==> src/rtl/core/axis_angle_rotation_matrix_top_macros.svh <==
// Assertion macros for the axis-angle rotation matrix block
`ifndef AXIS_ANGLE_ROTATION_MATRIX_TOP_MACROS_SVH
`define AXIS_ANGLE_ROTATION_MATRIX_TOP_MACROS_SVH

`ifndef ASSERT_OFF

`define AARM_ASSERT(lbl, clk, rst_n, prop, msg) \
  lbl: assert property (@(posedge clk) disable iff (!rst_n) prop) else $error(msg);

`define AARM_ASSERT_NEVER(lbl, clk, rst_n, expr, msg) \
  lbl: assert property (@(posedge clk) disable iff (!rst_n) !(expr)) else $error(msg);

`else

`define AARM_ASSERT(lbl, clk, rst_n, prop, msg)

`define AARM_ASSERT_NEVER(lbl, clk, rst_n, expr, msg)

`endif

`endif

==> src/rtl/core/aarm_pkg.sv <==
// Shared types, constants and the arctangent table for the rotation matrix block
`timescale 1ns / 1ps

package aarm_pkg;

  localparam int CORDIC_STAGES = 16;
  localparam int TABLE_LEN     = 24;
  localparam int CORDIC_N      = (CORDIC_STAGES > TABLE_LEN) ? TABLE_LEN : CORDIC_STAGES;

  // root and divider chain lengths
  localparam int SQ_N  = 32;
  localparam int DIV_N = 31;

  localparam int XW = 34;
  typedef logic signed [XW-1:0] cq_t;

  typedef struct packed {
    cq_t x;
    cq_t y;
    cq_t z;
  } cordic_t;

  typedef struct packed {
    logic [33:0] rem;
    logic [31:0] root;
  } sqrt_t;

  typedef struct packed {
    logic [31:0] rem;
    logic [30:0] quo;
  } div_t;

  localparam cq_t GAIN_Q30 = 34'sd652032874;

  function automatic logic [29:0] atan_q30(input logic [4:0] idx);
    logic [29:0] v;
    case (idx)
      5'd0:    v = 30'd843314856;
      5'd1:    v = 30'd497837829;
      5'd2:    v = 30'd263043836;
      5'd3:    v = 30'd133525158;
      5'd4:    v = 30'd67021686;
      5'd5:    v = 30'd33543515;
      5'd6:    v = 30'd16775850;
      5'd7:    v = 30'd8388437;
      5'd8:    v = 30'd4194282;
      5'd9:    v = 30'd2097149;
      5'd10:   v = 30'd1048575;
      5'd11:   v = 30'd524287;
      5'd12:   v = 30'd262143;
      5'd13:   v = 30'd131071;
      5'd14:   v = 30'd65535;
      5'd15:   v = 30'd32767;
      5'd16:   v = 30'd16383;
      5'd17:   v = 30'd8191;
      5'd18:   v = 30'd4095;
      5'd19:   v = 30'd2047;
      5'd20:   v = 30'd1023;
      5'd21:   v = 30'd511;
      5'd22:   v = 30'd255;
      5'd23:   v = 30'd127;
      default: v = 30'd0;
    endcase
    return v;
  endfunction

endpackage

==> src/rtl/core/aarm_div_cell.sv <==
// One quotient bit of the restoring divider
`timescale 1ns / 1ps

module aarm_div_cell (
  input  logic           clk_i,
  input  logic           en_i,
  input  logic           bit_i,
  input  logic [31:0]    div_i,
  input  aarm_pkg::div_t cell_i,
  output aarm_pkg::div_t cell_o
);
  import aarm_pkg::*;

  div_t        cell_d, cell_q;
  logic [32:0] sh, dv, diff;

  always_comb begin
    sh   = {cell_i.rem, bit_i};
    dv   = {1'b0, div_i};
    diff = sh - dv;
    if (sh >= dv) begin
      cell_d.rem = diff[31:0];
      cell_d.quo = {cell_i.quo[29:0], 1'b1};
    end else begin
      cell_d.rem = sh[31:0];
      cell_d.quo = {cell_i.quo[29:0], 1'b0};
    end
  end

  always_ff @(posedge clk_i) begin
    if (en_i) cell_q <= cell_d;
  end

  assign cell_o = cell_q;

endmodule

==> config.mk <==
export PLATFORM = sky130hd
export DESIGN_NAME = aarm_div_cell
export DESIGN_NICKNAME = d
export VERILOG_FILES = /design/src/rtl/core/axis_angle_rotation_matrix_top_macros.svh /design/src/rtl/core/aarm_pkg.sv /design/src/rtl/core/aarm_div_cell.sv
export SDC_FILE = /design/constraint.sdc
export NUM_CORES = 1
export LEC_CHECK = 0
export BUFFER_PORTS_ARGS = -buffer_cell sky130_fd_sc_hd__buf_2
export CAP_MARGIN = 10
export CORE_UTILIZATION = 50
export CTS_CLUSTER_SIZE = 16
export DETAILED_ROUTE_END_ITERATION = 12
export PLACE_DENSITY = 0.81
export SLEW_MARGIN = 40
export SYNTH_ARGS = -nofsm -noshare
export SYNTH_HDL_FRONTEND = slang
export SYNTH_SLANG_ARGS = --single-unit
export TNS_END_PERCENT = 30
==> constraint.sdc <==
create_clock -name clk_i -period 3.75 [get_ports clk_i]
set_input_delay 0.375 -clock clk_i [delete_from_list [all_inputs] [get_ports clk_i]]
set_output_delay 0.375 -clock clk_i [all_outputs]
set_load 0.01 [all_outputs]
==> results.json <==
{
  "grt_start_max_net_pins": 40,
  "die_h_um": 93.9,
  "largest_register_ffs": 63,
  "core_region_area_um2": 8180,
  "cellPowerDensity_nw_per_um2": 410,
  "final_routed_wire_length_divided_by_cell_count_um": 16.0,
  "pre_cts_slack_ps": 369,
  "final-max-slew-violation-count": 0,
  "cp.required_ps": 3850,
  "total_leakage_power_nw": 2.48,
  "dr.pass1.iters": 5,
  "io_pins": 161,
  "max_freq_ghz": 0.327,
  "syn_avg_cell_area_um2": 10.0,
  "clk_root_buffer_cell": "sky130_fd_sc_hd__clkbuf_8",
  "drive_gt1_frac": 0.334,
  "worst_vdd_drop_mv": 0.223,
  "yosysMostFrequentCell": "sky130_fd_sc_hd__edfxtp_1",
  "synth_top_area_cells": "sky130_fd_sc_hd__edfxtp_1, sky130_fd_sc_hd__ha_1, sky130_fd_sc_hd__a21oi_1",
  "fraction_of_synthesis_flops_using_an_asynchronous_set_or_reset_pin": 0,
  "post-route-drc-count": 0,
  "floorplan_die_width_um": 93.9,
  "num_antenna_cells": 0,
  "synth_adder_area_share": 0.0996,
  "hold_path.startpoint": "cell_i[21]",
  "place.port_buffers": 159,
  "start_util": 0.516,
  "cts_setup_buffers": 0,
  "number_of_global_route_vias_before_repair": 3642,
  "instances_no_fill": 692,
  "tritoncts": "done",
  "area_added_between_synthesis_and_finish_pct": 25.4,
  "post_cts_resized": 0,
  "track_usage": 0.252,
  "timing.hold.worst.class": "input port to flip-flop",
  "antenna_violations_before_repair": 0,
  "share_of_the_cycle_needed_by_the_critical_path_after_routing": 0.814,
  "final-setup-viol-count": 0,
  "cts.htree.levels": 3,
  "antenna_left": 0,
  "post-route-util": 0.647,
  "yosysTopAreaCellShare": 0.448,
  "cts_made_buffers": 9,
  "synthTopCellsByCount": "sky130_fd_sc_hd__edfxtp_1, sky130_fd_sc_hd__a21oi_1, sky130_fd_sc_hd__inv_1, sky130_fd_sc_hd__nor2_1, sky130_fd_sc_hd__ha_1",
  "yosysUniqueCellTypes": 49,
  "placement_rows": 33,
  "fin_worst_hold_slack_ps": 199,
  "synth-main-ff-cell": "sky130_fd_sc_hd__edfxtp_1",
  "grt_setup_unrepaired": "false",
  "share_of_synthesized_cell_area_in_and_or_nand_and_nor_gates": 0.124,
  "holdPathStages": 1,
  "crit_type": "input port to flip-flop",
  "holdBufCountCts": 0,
  "ys_seq_area_frac": 0.448,
  "gate_count_of_the_mapped_netlist": 422,
  "timing.setup.tns_ps": 0,
  "fin_ws_ps": 696,
  "yosys.area_share.xor_xnor": 0.0540,
  "cts_buffer_depth": 2,
  "crit_path_max_fanout": 34,
  "synth.yosys.warnings": 0,
  "postRouteWirelength_um": 11100,
  "max-slew-margin-rel": 0.466,
  "clock_sink_count": 63,
  "tightestPinTransition_ps": 800,
  "synth-seq-cells": 63,
  "post-synth-top-area-cell": "sky130_fd_sc_hd__edfxtp_1",
  "run_status": "finished clean",
  "route.detailed.vias_per_inst": 5.49,
  "dieArea_um2": 8810,
  "dr.first_iter.drc_count": 214,
  "synthesis.area_um2": 4220,
  "dp_hpwl_um": 8480,
  "final_hold_viol_count": 0,
  "yosys-mux-area-fraction": 0.0332,
  "final_replace_weighted_congestion": 0.924,
  "dominant_combinational_cell_family_by_area_after_synthesis": "compound AO/OA/AOI/OAI gates",
  "number_of_maximum_capacitance_constraint_violations": 0,
  "syn-num-nets": 553,
  "synth-edff-count": 63,
  "critPathLaunchType": "input port",
  "clkTransAtPathRegs_ps": 80,
  "post-place-cells": 676,
  "timing.hold.worst_endpoint": "cell_o[22]",
  "overflow": 0,
  "endpoint_kind": "flip-flop",
  "route.vias.total": 3802,
  "num-nets-final": 713,
  "synth_compound_area_frac": 0.173,
  "timing.final.crit_period_ps": 3050,
  "grt_first_pass_wirelength_um": 17000,
  "cp.arrival_ps": 3150
}
[final cells by class]
class | count | area, µm²
Fill cell | 665 | 2890
Multi-Input combinational cell | 296 | 2040
Sequential cell | 63 | 1890
Timing Repair Buffer | 166 | 851
Inverter | 46 | 173
Tap cell | 105 | 131
Clock buffer | 10 | 128
Clock inverter | 6 | 70.1
[worst max path at each step]
stage | from | end | depth (start not counted)
after floorplan | div_i[23] | cell_o[35] | 11
after global placement | div_i[23] | cell_o[44] | 10
after detailed placement | div_i[23] | cell_o[42] | 10
after CTS | div_i[23] | cell_o[42] | 11
after global routing | div_i[23] | cell_o[34] | 10
final | cell_i[53] | cell_o[47] | 9
[placed cells by master (no fill, tap or decap), types with 8 or more instances in the layout]
cell type,n
sky130_fd_sc_hd__nand3_1,8
sky130_fd_sc_hd__o21ai_0,17
sky130_fd_sc_hd__a21o_1,8
sky130_fd_sc_hd__xnor2_1,16
sky130_fd_sc_hd__buf_4,8
sky130_fd_sc_hd__buf_2,158
sky130_fd_sc_hd__a21oi_1,54
sky130_fd_sc_hd__edfxtp_1,63
sky130_fd_sc_hd__inv_1,46
sky130_fd_sc_hd__nor2_1,37
sky130_fd_sc_hd__nand4_1,8
sky130_fd_sc_hd__clkbuf_8,9
sky130_fd_sc_hd__nand2_1,24
sky130_fd_sc_hd__ha_1,32
sky130_fd_sc_hd__mux2_4,8
sky130_fd_sc_hd__xor2_1,10
[power by group]
group | leakage (nW) | internal (mW) | switching, mW
clock network | 0.0891 | 0.310 | 0.296
logic | 1.77 | 0.289 | 0.361
registers | 0.617 | 0.887 | 0.0245
[through the flow]
step / area (µm²) / power, mW
2_1_floorplan: 4220 / 1.34
3_3_place_gp: 5090 / 1.54
3_5_place_dp: 5090 / 1.57
4_1_cts: 5290 / 2.18
5_1_grt: 5290 / 2.28
6_report: 5290 / 2.17
[kinds of logic after synthesis]
logic type / Yosys count
flip-flops: 63
AO/OA/AOI/OAI: 120
XOR/XNOR: 26
adder cells (fa/ha/maj): 33
buffers and inverters: 63
AND/OR/NAND/NOR: 107
multiplexers: 10
[per-layer routing]
| metal | global-route usage | wire length [µm] | vias to the layer above |
|---|---|---|---|
| met2 | 0.440 | 5320 | 203 |
| met3 | 0.0583 | 1010 | 28 |
| met4 | 0.0949 | 271 | 0 |
| met5 | 0 | 0 | - |
| li1 | - | - | 1841 |
| met1 | 0.300 | 4460 | 1730 |
[critical path, cell delays in order]
cell                      delay [ps]
sky130_fd_sc_hd__buf_2           110
sky130_fd_sc_hd__ha_1            410
sky130_fd_sc_hd__and3_1          320
sky130_fd_sc_hd__nand4_1         200
sky130_fd_sc_hd__nor4b_1         440
sky130_fd_sc_hd__a21o_1          220
sky130_fd_sc_hd__o21a_2          680
sky130_fd_sc_hd__buf_4           310
sky130_fd_sc_hd__a21oi_1          90
Power figures use the tool's default switching activity.
