$ cat config.mk
export PLATFORM = sky130hd
export DESIGN_NAME = aarm_sqrt_cell
export DESIGN_NICKNAME = d
export VERILOG_FILES = /design/src/rtl/core/axis_angle_rotation_matrix_top_macros.svh /design/src/rtl/core/aarm_pkg.sv /design/src/rtl/core/aarm_sqrt_cell.sv
export SDC_FILE = /design/constraint.sdc
export NUM_CORES = 1
export LEC_CHECK = 0
export BUFFER_PORTS_ARGS = -buffer_cell sky130_fd_sc_hd__buf_2
export CAP_MARGIN = 10
export CORE_MARGIN = 4
export CORE_UTILIZATION = 25
export DETAILED_ROUTE_END_ITERATION = 8
export PLACE_DENSITY = 0.51
export SLEW_MARGIN = 20
export SYNTH_ARGS = -nofsm -noshare
export SYNTH_HDL_FRONTEND = slang
export SYNTH_SLANG_ARGS = --single-unit
$ cat constraint.sdc
create_clock -name clk_i -period 2.7 [get_ports clk_i]
set_clock_uncertainty 0.2 [all_clocks]
set_input_delay 0 -clock clk_i [delete_from_list [all_inputs] [get_ports clk_i]]
set_output_delay 0 -clock clk_i [all_outputs]
set_load 0.005 [all_outputs]
$ cat src/rtl/core/axis_angle_rotation_matrix_top_macros.svh
// Assertion macros for the axis-angle rotation matrix block
`ifndef AXIS_ANGLE_ROTATION_MATRIX_TOP_MACROS_SVH
`define AXIS_ANGLE_ROTATION_MATRIX_TOP_MACROS_SVH

`ifndef ASSERT_OFF

`define AARM_ASSERT(lbl, clk, rst_n, prop, msg) \
  lbl: assert property (@(posedge clk) disable iff (!rst_n) prop) else $error(msg);

`define AARM_ASSERT_NEVER(lbl, clk, rst_n, expr, msg) \
  lbl: assert property (@(posedge clk) disable iff (!rst_n) !(expr)) else $error(msg);

`else

`define AARM_ASSERT(lbl, clk, rst_n, prop, msg)

`define AARM_ASSERT_NEVER(lbl, clk, rst_n, expr, msg)

`endif

`endif

$ cat src/rtl/core/aarm_pkg.sv
// Shared types, constants and the arctangent table for the rotation matrix block
`timescale 1ns / 1ps

package aarm_pkg;

  localparam int CORDIC_STAGES = 16;
  localparam int TABLE_LEN     = 24;
  localparam int CORDIC_N      = (CORDIC_STAGES > TABLE_LEN) ? TABLE_LEN : CORDIC_STAGES;

  // root and divider chain lengths
  localparam int SQ_N  = 32;
  localparam int DIV_N = 31;

  localparam int XW = 34;
  typedef logic signed [XW-1:0] cq_t;

  typedef struct packed {
    cq_t x;
    cq_t y;
    cq_t z;
  } cordic_t;

  typedef struct packed {
    logic [33:0] rem;
    logic [31:0] root;
  } sqrt_t;

  typedef struct packed {
    logic [31:0] rem;
    logic [30:0] quo;
  } div_t;

  localparam cq_t GAIN_Q30 = 34'sd652032874;

  function automatic logic [29:0] atan_q30(input logic [4:0] idx);
    logic [29:0] v;
    case (idx)
      5'd0:    v = 30'd843314856;
      5'd1:    v = 30'd497837829;
      5'd2:    v = 30'd263043836;
      5'd3:    v = 30'd133525158;
      5'd4:    v = 30'd67021686;
      5'd5:    v = 30'd33543515;
      5'd6:    v = 30'd16775850;
      5'd7:    v = 30'd8388437;
      5'd8:    v = 30'd4194282;
      5'd9:    v = 30'd2097149;
      5'd10:   v = 30'd1048575;
      5'd11:   v = 30'd524287;
      5'd12:   v = 30'd262143;
      5'd13:   v = 30'd131071;
      5'd14:   v = 30'd65535;
      5'd15:   v = 30'd32767;
      5'd16:   v = 30'd16383;
      5'd17:   v = 30'd8191;
      5'd18:   v = 30'd4095;
      5'd19:   v = 30'd2047;
      5'd20:   v = 30'd1023;
      5'd21:   v = 30'd511;
      5'd22:   v = 30'd255;
      5'd23:   v = 30'd127;
      default: v = 30'd0;
    endcase
    return v;
  endfunction

endpackage

$ cat src/rtl/core/aarm_sqrt_cell.sv
// One digit of the restoring square root, two radicand bits per cell
`timescale 1ns / 1ps

module aarm_sqrt_cell (
  input  logic            clk_i,
  input  logic            en_i,
  input  logic [1:0]      pair_i,
  input  aarm_pkg::sqrt_t cell_i,
  output aarm_pkg::sqrt_t cell_o
);
  import aarm_pkg::*;

  sqrt_t       cell_d, cell_q;
  logic [35:0] rem_sh, trial, diff;

  always_comb begin
    rem_sh = {cell_i.rem, pair_i};
    trial  = {2'b00, cell_i.root, 2'b01};
    diff   = rem_sh - trial;
    if (rem_sh >= trial) begin
      cell_d.rem  = diff[33:0];
      cell_d.root = {cell_i.root[30:0], 1'b1};
    end else begin
      cell_d.rem  = rem_sh[33:0];
      cell_d.root = {cell_i.root[30:0], 1'b0};
    end
  end

  always_ff @(posedge clk_i) begin
    if (en_i) cell_q <= cell_d;
  end

  assign cell_o = cell_q;

endmodule

==> impl_metrics.py <==
metrics = {
    "logic_synthesis": {
        "muxShareOfSynthArea": 0.0124,
        "synth_edf_count": 66,
        "synth-adder-area-share": 0.0959,
        "post_synthesis_instance_area_sq_um": 4430,
        "synth_warnings": 0,
        "synth_top_family_by_area": "compound AO/OA/AOI/OAI gates",
        "synth-compound-area-share": 0.210,
        "yosysSeqAreaShare": 0.447,
        "syn-instance-count": 442,
        "ys_seq_elements": 66,
        "syn-num-nets": 546,
        "synthSimpleGateAreaFrac": 0.126,
        "post_synth_num_cell_types": 60,
        "synth_xor_xnor_area_share": 0.0533,
        "syn_avg_cell_area_sq_um": 10.0,
        "synth_top_flop_cell": "edfxtp_1",
        "async_reset_ff_frac": 0,
    },
    "place": {
        "placed_cell_area_sq_um": 5630,
        "placement.io_buffers": 135,
        "gp_routability_congestion": 0.861,
        "place.detailed.hpwl_microns": 9940,
    },
    "global_route": {
        "globalRoute.busiestLayer": "met2",
        "groute.layer.met2.usage": 0.225,
        "grt_util_all_layers": 0.135,
        "antenna_found_initial": 2,
        "grt_start_max_net_pins": 67,
        "groute.layer.met1.usage": 0.166,
        "global_route_wire_length_before_repair_microns": 21500,
        "via_count_of_the_first_global_routing_pass": 4293,
        "grt_remaining_overflow": 0,
        "globalRouteMet3Util": 0.0312,
    },
    "power_and_ir_drop": {
        "netSwitchingPower_uw": 985,
        "p_sw_frac": 0.277,
        "power.leakage_uw": 0.00296,
        "ir_drop_mv": 0.325,
        "power_per_cell_area_nw_per_um2": 536,
        "power.share.sequential": 0.370,
        "power_frac_comb": 0.280,
        "internal_power_uw": 2580,
        "clkPwrFrac": 0.350,
        "power.total_uw": 3560,
    },
    "floorplan": {
        "rows": 48,
        "initial_utilization": 0.255,
        "die_area_sq_um": 19900,
        "die_w_microns": 141,
        "fp.coreArea_sq_um": 17400,
        "die_h_microns": 141,
        "boundaryPins": 136,
    },
    "clocking": {
        "ctsRootBufferMaster": "clkbuf_16",
        "h-tree-depth": 3,
        "path_clk_slew_ns": 0.06,
        "cts-root-to-sink-buffers": 2,
        "post-cts-setup-buffer-count": 0,
        "cts_buffers": 9,
        "cts_tree": "yes",
        "clock_sinks": 66,
    },
    "run_status": {
        "run_status": "complete, but fails checks",
        "violations": "hold timing",
    },
    "sta": {
        "whs_ns": -0.0156,
        "number_of_setup_violations_in_the_final_report": 0,
        "timing_max_transition_violations_final": 0,
        "clock.fmax_mhz": 388,
        "fin_setup_tns_ns": 0,
        "slew_of_the_pin_with_the_lowest_slew_margin_ns": 0.911,
        "final_period_minus_worst_setup_slack_ns": 2.58,
        "slew_headroom": 0.393,
        "layout_worst_path_cycle_share": 0.954,
        "timing.final.hold_violations": 1,
    },
    "setup_path": {
        "worstPathArrival_ns": 2.47,
        "worstPathRequired_ns": 2.60,
        "cp-end-kind": "flop",
        "crit_path_cell_trace": "dlygate4sd3_1, buf_2, inv_1, ha_1, a21o_1, a21oi_1, o21ai_0, a21oi_1, a21oi_1, o31ai_1, o31ai_2",
        "cpPeakStageDelay_ns": 0.55,
        "cp_slowest_cell": "dlygate4sd3_1",
        "timing.critical_path.fanout_max": 9,
        "cp-start-kind": "input pin",
        "crit_type": "in -> reg",
        "timing.critical_path.mode_cell": "a21oi_1",
        "cp-startpoint": "cell_i[22]",
    },
    "layout": {
        "final_layout_size_suffix_gt1_frac": 0.316,
        "flip_flop_count_of_the_largest_register_all_copies_and_words_added": 66,
        "area_delta_synth_final_pct": 49.9,
        "layout.cell_area.non_filler_sq_um": 6650,
        "final_net_count": 783,
        "commonest_non_fill_non_tap_cell_in_the_layout": "buf_2",
        "mostFrequentLayoutCells": "buf_2 (134), dlygate4sd3_1 (67), edfxtp_1 (66)",
        "num_antenna_cells": 0,
    },
    "route": {
        "ant_nets": 0,
        "drt-vias-per-instance": 4.60,
        "drc": 0,
        "first_pass_iters": 4,
        "detail_route.iter0.violations": 176,
        "vias": 4180,
        "route.final.wire_length_microns": 13400,
        "route.detailed.wl_per_inst_microns": 14.8,
    },
    "hold_path": {
        "hold_path_class": "in -> reg",
        "min-delay-start": "pair_i[0]",
    },
    "run": {
        "drv.max_cap_violation_count": 0,
    },
}
[path summary, 6_finish.rpt]
kind    endpoint  depth (start not counted)  slack (ns)
min   cell_o[33]                          4       -0.02
max   cell_o[63]                         11        0.12
[repair_timing]
| item | in CTS | in global routing |
|---|---|---|
| gates resized for setup | 0 | 11 |
| endpoints found under the hold margin | 66 | 2 |
| hold buffers | 65 | 2 |
| endpoints found under the setup margin | 0 | 34 |
[area by class of cell]
cell class / instances / area (sq um)
fill: 1755 / 10700
multi-input combinational: 319 / 2260
sequential: 66 / 1980
timing repair buffer: 240 / 1660
tap: 225 / 282
clock buffer: 11 / 233
inverter: 43 / 163
clock inverter: 4 / 67.6
[kinds of logic after synthesis]
family / after synthesis
multiplexers: 5
XOR/XNOR: 27
AO/OA/AOI/OAI: 133
buffers and inverters: 57
adder cells (fa/ha/maj): 34
AND/OR/NAND/NOR: 120
flip-flops: 66
[power by group through the flow]
stage | Clock [uW] | Sequential, uW | Combinational [uW]
2_1_floorplan | 0 | 1360 | 483
3_3_place_gp | 0 | 1340 | 904
3_5_place_dp | 0 | 1340 | 913
4_1_cts | 1280 | 1320 | 993
5_1_grt | 1330 | 1330 | 1110
6_report | 1250 | 1320 | 998
[layer usage]
layer	up-vias	share of wire	wire (microns)
met1	1961	0.45	6000
met5	-	0.0019	26
met2	109	0.48	6500
met3	20	0.046	624
met4	4	0.022	294
li1	2086	-	-
[worst max-delay path, delay by kind of cell]
family                     cells  cell delay [ns]
adders and majority gates      1             0.43
AOI/OAI and AO/OA              7             1.34
buffers and inverters          3             0.71
[Yosys cell counts (all sizes together) (2+ instances only)]
cell,instances,area [sq um]
nand3,6,30.0
ha,34,425
edfxtp,66,1980
o21a,3,22.5
nand4,7,50.1
a21boi,2,15.0
a21o,20,151
clkbuf,7,38.8
o31a,2,17.5
and2,5,33.8
o221ai,2,17.5
a21oi,28,140
a31o,2,17.5
o41ai,3,48.8
o211ai,3,27.5
inv,42,158
a31oi,5,46.3
o21ai,46,234
nand2,58,218
xor2,13,114
and3,5,35.0
nor2,18,67.6
nand2b,5,31.3
xnor2,14,123
buf,7,41.3
nor3,10,50.1
a211oi,2,27.5
o31ai,5,42.5
mux2i,4,40.0
[metrics by stage]
| step | util | cells | hold slack [ns] | setup slack, ns |
|---|---|---|---|---|
| after floorplan | - | 442 | -0.101 | 0.241 |
| after global placement | 0.324 | 826 | -0.00597 | -0.0371 |
| after detailed placement | 0.324 | 826 | -0.00460 | -0.102 |
| after CTS | 0.379 | 906 | -0.193 | 0.00576 |
| after global routing | 0.383 | 908 | 0.0139 | -0.0200 |
| final | 0.383 | 908 | -0.0156 | 0.124 |
Power figures use the tool's default switching activity.
