===== src/rtl/core/axis_angle_rotation_matrix_top_macros.svh =====
// Assertion macros for the axis-angle rotation matrix block
`ifndef AXIS_ANGLE_ROTATION_MATRIX_TOP_MACROS_SVH
`define AXIS_ANGLE_ROTATION_MATRIX_TOP_MACROS_SVH

`ifndef ASSERT_OFF

`define AARM_ASSERT(lbl, clk, rst_n, prop, msg) \
  lbl: assert property (@(posedge clk) disable iff (!rst_n) prop) else $error(msg);

`define AARM_ASSERT_NEVER(lbl, clk, rst_n, expr, msg) \
  lbl: assert property (@(posedge clk) disable iff (!rst_n) !(expr)) else $error(msg);

`else

`define AARM_ASSERT(lbl, clk, rst_n, prop, msg)

`define AARM_ASSERT_NEVER(lbl, clk, rst_n, expr, msg)

`endif

`endif


===== src/rtl/core/aarm_pkg.sv =====
// Shared types, constants and the arctangent table for the rotation matrix block
`timescale 1ns / 1ps

package aarm_pkg;

  localparam int CORDIC_STAGES = 16;
  localparam int TABLE_LEN     = 24;
  localparam int CORDIC_N      = (CORDIC_STAGES > TABLE_LEN) ? TABLE_LEN : CORDIC_STAGES;

  // root and divider chain lengths
  localparam int SQ_N  = 32;
  localparam int DIV_N = 31;

  localparam int XW = 34;
  typedef logic signed [XW-1:0] cq_t;

  typedef struct packed {
    cq_t x;
    cq_t y;
    cq_t z;
  } cordic_t;

  typedef struct packed {
    logic [33:0] rem;
    logic [31:0] root;
  } sqrt_t;

  typedef struct packed {
    logic [31:0] rem;
    logic [30:0] quo;
  } div_t;

  localparam cq_t GAIN_Q30 = 34'sd652032874;

  function automatic logic [29:0] atan_q30(input logic [4:0] idx);
    logic [29:0] v;
    case (idx)
      5'd0:    v = 30'd843314856;
      5'd1:    v = 30'd497837829;
      5'd2:    v = 30'd263043836;
      5'd3:    v = 30'd133525158;
      5'd4:    v = 30'd67021686;
      5'd5:    v = 30'd33543515;
      5'd6:    v = 30'd16775850;
      5'd7:    v = 30'd8388437;
      5'd8:    v = 30'd4194282;
      5'd9:    v = 30'd2097149;
      5'd10:   v = 30'd1048575;
      5'd11:   v = 30'd524287;
      5'd12:   v = 30'd262143;
      5'd13:   v = 30'd131071;
      5'd14:   v = 30'd65535;
      5'd15:   v = 30'd32767;
      5'd16:   v = 30'd16383;
      5'd17:   v = 30'd8191;
      5'd18:   v = 30'd4095;
      5'd19:   v = 30'd2047;
      5'd20:   v = 30'd1023;
      5'd21:   v = 30'd511;
      5'd22:   v = 30'd255;
      5'd23:   v = 30'd127;
      default: v = 30'd0;
    endcase
    return v;
  endfunction

endpackage


===== src/rtl/core/aarm_cordic_cell.sv =====
// One rotation-mode CORDIC micro-rotation with its output register
`timescale 1ns / 1ps

module aarm_cordic_cell (
  input  logic              clk_i,
  input  logic              en_i,
  input  logic [4:0]        shift_i,
  input  logic [29:0]       atan_i,
  input  aarm_pkg::cordic_t cell_i,
  output aarm_pkg::cordic_t cell_o
);
  import aarm_pkg::*;

  cordic_t cell_d, cell_q;
  cq_t     dx, dy, at;

  always_comb begin
    dx = $signed(cell_i.y) >>> shift_i;
    dy = $signed(cell_i.x) >>> shift_i;
    at = $signed({4'b0000, atan_i});
    if (!cell_i.z[XW-1]) begin
      cell_d.x = cell_i.x - dx;
      cell_d.y = cell_i.y + dy;
      cell_d.z = cell_i.z - at;
    end else begin
      cell_d.x = cell_i.x + dx;
      cell_d.y = cell_i.y - dy;
      cell_d.z = cell_i.z + at;
    end
  end

  always_ff @(posedge clk_i) begin
    if (en_i) cell_q <= cell_d;
  end

  assign cell_o = cell_q;

endmodule


===== config.mk =====
export PLATFORM = sky130hd
export DESIGN_NAME = aarm_cordic_cell
export DESIGN_NICKNAME = d
export VERILOG_FILES = /design/src/rtl/core/axis_angle_rotation_matrix_top_macros.svh /design/src/rtl/core/aarm_pkg.sv /design/src/rtl/core/aarm_cordic_cell.sv
export SDC_FILE = /design/constraint.sdc
export NUM_CORES = 1
export LEC_CHECK = 0
export BUFFER_PORTS_ARGS = -buffer_cell sky130_fd_sc_hd__buf_2
export CAP_MARGIN = 0
export CORE_MARGIN = 10
export CORE_UTILIZATION = 59
export CTS_CLUSTER_DIAMETER = 200
export CTS_CLUSTER_SIZE = 8
export DETAILED_ROUTE_END_ITERATION = 10
export PLACE_DENSITY = 0.89
export SLEW_MARGIN = 20
export SYNTH_ARGS = -nofsm -noshare
export SYNTH_HDL_FRONTEND = slang
export SYNTH_SLANG_ARGS = --single-unit

===== constraint.sdc =====
create_clock -name clk_i -period 7.3 [get_ports clk_i]
set_input_delay 0.365 -clock clk_i [delete_from_list [all_inputs] [get_ports clk_i]]
set_output_delay 0.365 -clock clk_i [all_outputs]
set_load 0.05 [all_outputs]

==> results.txt, run 1 <==
status = finished clean
number of flops mapped to enable cells by yosys = 102
commonest cells after routing, fill and taps aside = buf_2, a21oi_1, nor2_1
Post-CTS Resized = 0
Psw = 1.784 mW
Final Util = 66.90%
Synth Flop Type = edfxtp_1
Routed Antenna Nets = 0
CP max FO = 50
PortBufs = 240
WP data arrival = 6.51 ns
starting DRC count in detailed routing = 1855
Die Width = 177.0 µm
Setup TNS = 0 ns
number of flip-flops in the largest register = 102
Reg power frac = 25.1%
Post-synth ARST share = 0%
drt wl/cell = 23.87 µm
Switching Fraction = 49.12%
crit path kind = input port to flop
total CTS buffers = 9
detailed placement HPWL = 39000 µm
Hold Path Class = input port to flop
Logic pwr share = 61.0%
Final Cycle Share = 87.55%
Worst-path clk slew = 0.08 ns
final setup vio count = 0
area leader, netlist = edfxtp_1
largest net degree at the start of global routing = 65
final hold violations = 0
area occupied by multi-input gates = 0.01089 mm²
initial core utilization = 59.94%
Lkg Pwr = 6.880 nW
number of unique standard cell types used by synthesis = 80
synth warn = 0
Internal = 1.849 mW
GR Overflow Total = 0
syn nets = 1815
hold slack = 0.2813 ns
Setup crit end kind = flop
Vias = 14390
Top Ports = 241
Max rail drop VDD = 161.0 µV
Yosys reg bits = 102
minimum clock period = 6.391 ns
CTS sink cnt = 102
Post-Synthesis Cell Area = 0.01454 mm²
Synth Instances = 1571
worst path required time = 7.42 ns
Syn Area/Cell = 9.252 µm²
DR pass1 iterations = 6
# Post-CTS Setup Buffers = 0
register area = 0.003063 mm²
initial antenna violation count = 0
GP Congestion = 1.055
CTS tree = done
Die Height = 177.0 µm
clock power share = 14.0%
area share of the largest cell type after synthesis = 21.07%
fmax = 0.1565 GHz
die area = 0.03131 mm²
Tightest Pin Transition = 1.177 ns
Core Area = 0.02425 mm²
vias in the first global route = 13840
vias per std cell = 6.852
most common cell after layout, fill and taps aside = buf_2
RSZ-0062 raised after global routing = no
Max Cap Violations = 0
Syn-to-layout area delta = 11.61%
DP Worst Slack = 0.6541 ns
sequential fraction of the synthesis area = 21.07%
Pwr per Cell Area = 223.9 mW/mm²
Synth area leaders = edfxtp_1, mux4_2, ha_1
# nets final = 2014
GRT Util Overall = 30.76%
first-pass GRT wire length = 76850 µm
drt drc = 0
startpoint types = input port
Rows = 57
share of layout cells above drive strength 1 = 22.89%
WL final = 50130 µm
cts hold-fix bufs = 0
Root Buffer = clkbuf_16
PnR Total Power = 3.633 mW
CTS HTree Levels = 3
Final WS setup = 0.9091 ns
slew margin rel. = 21.23%
final slew viol count = 0
Bufs on Longest Clock Path = 2
Fill cells = 1984
metal layers:
layer	vias to the layer above	part of all wire [%]	GRT usage [%]	wire length [µm]
li1	6450	-	-	-
met1	6837	38	38.82	19190
met2	983	47	50.34	23420
met3	120	12	7.254	5789
met4	0	3.5	11.21	1736
met5	-	0	0	0
power by group through the flow:
| stage | clock network (mW) | logic, mW | registers (mW) |
|---|---|---|---|
| 5_1_grt | 0.534 | 2.37 | 0.922 |
| 3_5_place_dp | 0 | 2.18 | 0.922 |
| 2_1_floorplan | 0 | 1.11 | 1.47 |
| 4_1_cts | 0.515 | 2.19 | 0.910 |
| 3_3_place_gp | 0 | 2.15 | 0.919 |
| 6_report | 0.508 | 2.22 | 0.910 |
metrics by stage:
stage	cell area, µm²	std cells
after floorplan	14540	1571
after global placement	15940	2083
after detailed placement	15940	2083
after CTS	16220	2098
after global routing	16220	2098
final	16220	2100
layout make-up:
class	instances	area share [%]
Sequential cell	102	18.88
Clock inverter	6	0.3471
Antenna cell	2	0.03085
Inverter	48	1.111
Clock buffer	9	1.388
Tap cell	324	2.499
Timing Repair Buffer	262	8.623
Multi-Input combinational cell	1347	67.12
kinds of logic (layout without fill, tap and decap cells):
| group | count (synthesis) | count (layout) | synth area share (%) |
|---|---|---|---|
| flops | 102 | 102 | 21.07 |
| mux | 184 | 184 | 20.69 |
| buf+inv | 122 | 325 | 4.011 |
| other cells | 0 | 2 | 0 |
| fa+ha+maj | 105 | 105 | 9.193 |
| xor+xnor | 175 | 175 | 10.54 |
| compound gates | 464 | 464 | 20.64 |
| simple gates | 419 | 419 | 13.85 |
cells in the mapped netlist (all sizes together), types with 5 or more instances:
cell type  instances
a21oi            155
nor2             134
nand2            119
edfxtp           102
ha               102
xnor2            102
mux4              90
xor2              73
mux2i             68
o21ai             58
a21o              56
buf               55
inv               46
a31oi             28
nor3              28
mux2              26
o21a              23
nor2b             21
a211oi            20
clkbuf            19
nand2b            19
nand3             19
o22ai             17
and2              14
a22oi             11
a221oi            10
and3              10
nand4              9
o21bai             9
o211ai             8
nor4               7
a21boi             6
a221o              6
a41oi              6
or3                6
or4                6
a32oi              5
nor3b              5
o31ai              5
or2                5
worst max-delay path, stage by stage:
cell and delay [ns]:
buf_4 0.39, buf_12 0.34, mux4_2 0.57, mux2i_1 0.48
o22ai_1 0.16, a221oi_1 0.48, nand2_1 0.22, nor3_2 0.32
a21oi_1 0.14, xnor2_1 0.16, ha_1 0.37, a2111oi_0 0.39
a21oi_1 0.23, a221oi_1 0.60, o31ai_1 0.25, a21oi_1 0.29
a21oi_1 0.15, o211ai_1 0.26, a31oi_1 0.13, xor2_1 0.15
path summary, 6_finish.rpt:
kind | slack, ns | depth (start not counted) | start | to
max | 0.91 | 20 | shift_i[1] | cell_o[66]
min | 0.28 | 2 | cell_i[0] | cell_o[0]
Power figures use the tool's default switching activity.
==> run 2: changes to the inputs <==
--- a/config.mk
+++ b/config.mk
@@ -7,6 +7,7 @@
 export LEC_CHECK = 0
 export BUFFER_PORTS_ARGS = -buffer_cell sky130_fd_sc_hd__buf_2
 export CAP_MARGIN = 0
+export CORE_ASPECT_RATIO = 1.2
 export CORE_MARGIN = 10
 export CORE_UTILIZATION = 59
 export CTS_CLUSTER_DIAMETER = 200
==> run 2 against run 1 <==
Effect of this change: non-clock buffer count up 8; first-iteration DRC count down 16%; critical endpoint unchanged; critical path depth up 1; wire length up 1.4%; clock power up 6.1%; critical path type unchanged; sequential share of layout area down 0.087 points; die area about the same; flip-flop and latch count unchanged; count of clock-buffer cells in the layout up 1; utilization up 0.65 points.
==> results.txt, run 2 (synthesized netlist as in run 1, its figures left out) <==
Placed Instances = 2087 (+0.19%)
# nets final = 2022 (+0.40%)
commonest cells after routing, fill and taps aside = buf_2, a21oi_1, nor2_1
Pwr per Cell Area = 225.3 mW/mm² (+0.60%)
Final Util = 67.56% (+0.65 points)
DR pass1 iterations = 6 (unchanged)
cts hold-fix bufs = 0 (unchanged)
Tightest Pin Transition = 1.006 ns (-0.1710 ns)
Finished Layout Cells = 2105 (+0.24%)
fmax = 0.1489 GHz (-4.9%)
vias in the first global route = 14310 (+3.4%)
CP max FO = 41 (-18%)
# Post-CTS Setup Buffers = 0 (unchanged)
largest net degree at the start of global routing = 65 (unchanged)
starting DRC count in detailed routing = 1558 (-16%)
number of flip-flops in the largest register = 102 (unchanged)
CTS tree = done
Vias = 14500 (+0.77%)
Psw = 1.758 mW (-1.5%)
WHS Path Cells = 2 (unchanged)
Worst-path clk slew = 0.07 ns (about the same)
Die Height = 191.9 µm (+8.5%)
GRT Util Overall = 31.24% (+0.48 points)
die area = 0.03134 mm² (about the same)
Routed Antenna Nets = 0 (unchanged)
Top Ports = 241 (unchanged)
crit path kind = input port to flop
PortBufs = 240 (unchanged)
Core Area = 0.02413 mm² (-0.51%)
Internal = 1.914 mW (+3.5%)
minimum clock period = 6.717 ns (+0.3264 ns)
total CTS buffers = 9 (unchanged)
RSZ-0062 raised after global routing = no
Switching Fraction = 47.88% (-1.2 points)
Reg power frac = 24.8% (-0.3 points)
Rows = 62 (+8.8%)
Max rail drop VDD = 144.6 µV (-10%)
initial antenna violation count = 2 (+2)
final hold violations = 0 (unchanged)
hold slack = 0.2839 ns (+0.002625 ns)
startpoint types = input port
Lkg Pwr = 6.930 nW (+0.73%)
GR Overflow Total = 0 (unchanged)
final setup vio count = 0 (unchanged)
slew margin rel. = 32.30% (+11 points)
Logic pwr share = 60.5% (-0.5 points)
clock power share = 14.7% (+0.7 points)
vias per std cell = 6.889 (+0.53%)
final slew viol count = 0 (unchanged)
initial core utilization = 60.25% (+0.30 points)
GP Congestion = 1.009 (-4.3%)
Final Cycle Share = 92.02% (+4.5 points)
CTS HTree Levels = 3 (unchanged)
first-pass GRT wire length = 77990 µm (+1.5%)
WL final = 50830 µm (+1.4%)
DP Area = 0.01598 mm² (+0.27%)
fin area = 0.01630 mm² (+0.46%)
most common cell after layout, fill and taps aside = buf_2
Fill cells = 1943 (-2.1%)
Die Width = 163.3 µm (-7.7%)
Post-CTS Resized = 0 (unchanged)
Setup crit end kind = flop
drt wl/cell = 24.15 µm (+1.2%)
WP data arrival = 6.84 ns (+0.33 ns)
CTS sink cnt = 102 (unchanged)
Bufs on Longest Clock Path = 2 (unchanged)
Setup TNS = 0 ns (unchanged)
worst path required time = 7.42 ns (about the same)
Max Cap Violations = 0 (unchanged)
Syn-to-layout area delta = 12.13%
Hold Path Class = input port to flop
drt drc = 0 (unchanged)
share of layout cells above drive strength 1 = 23.11% (+0.22 points)
detailed placement HPWL = 40400 µm (+3.6%)
Root Buffer = clkbuf_16
status = finished clean
-- run 2: changes by cell type in the layout (fill, tap and decap cells not counted), sizes merged --
| cell | previous run | this run |
|---|---|---|
| clkinv | 4 | 5 |
| buf | 262 | 270 |
| inv | 49 | 47 |
| clkbuf | 9 | 10 |
| bufinv | 0 | 2 |
| clkinvlp | 1 | 0 |
-- run 2: layout make-up --
class | count | area (µm²) | area share (%)
clock buffer | 10 | 229.0 | 1.405
clock inverter | 6 | 85.08 | 0.5220
multi-input combinational | 1347 | 10890 | 66.81
sequential | 102 | 3063 | 18.79
inverter | 48 | 180.2 | 1.105
antenna | 2 | 5.005 | 0.03071
tap | 320 | 400.4 | 2.457
timing repair buffer | 270 | 1446 | 8.875
-- run 2: critical path: stages --
cell	delay (ns)
buf_4	0.52
buf_4	0.53
mux4_2	0.63
mux2i_1	0.17
o22ai_1	0.10
or3_1	0.39
nor4bb_1	0.52
nor4b_2	0.62
a21o_1	0.24
xnor2_1	0.15
ha_1	0.32
o21a_1	0.21
nor2_1	0.17
nor3_1	0.08
a221oi_1	0.58
o31ai_1	0.23
a21oi_1	0.27
a21oi_1	0.16
o211ai_1	0.26
a31oi_1	0.13
xor2_1	0.15
-- run 2: power groups by stage --
| stage | logic [mW] | clock network (mW) | registers, mW |
|---|---|---|---|
| finish | 2.22 | 0.539 | 0.910 |
| global route | 2.37 | 0.562 | 0.920 |
| CTS | 2.20 | 0.536 | 0.909 |
| detailed placement | 2.19 | 0 | 0.921 |
| global placement | 2.15 | 0 | 0.916 |
| floorplan | 1.11 | 0 | 1.47 |
-- run 2: worst paths after layout --
| kind | slack, ns | from | end |
|---|---|---|---|
| hold / removal | 0.28 | cell_i[0] | cell_o[0] |
| setup / recovery | 0.58 | shift_i[0] | cell_o[66] |
-- run 2: layer usage --
| metal | track usage [%] | share of wire, % | wire length [µm] |
|---|---|---|---|
| met2 | 52.24 | 48 | 24150 |
| met3 | 6.661 | 10 | 5250 |
| met1 | 36.95 | 37 | 18780 |
| met5 | 0 | 0 | 0 |
| met4 | 16.32 | 5.2 | 2658 |
-- run 2: through the flow --
| step | power (mW) | setup WS (ns) |
|---|---|---|
| after floorplan | 2.576 | 1.500 |
| after global placement | 3.062 | 0.6869 |
| after detailed placement | 3.114 | 0.3280 |
| after CTS | 3.645 | 0.6852 |
| after global routing | 3.855 | 0.1703 |
| final | 3.672 | 0.5827 |
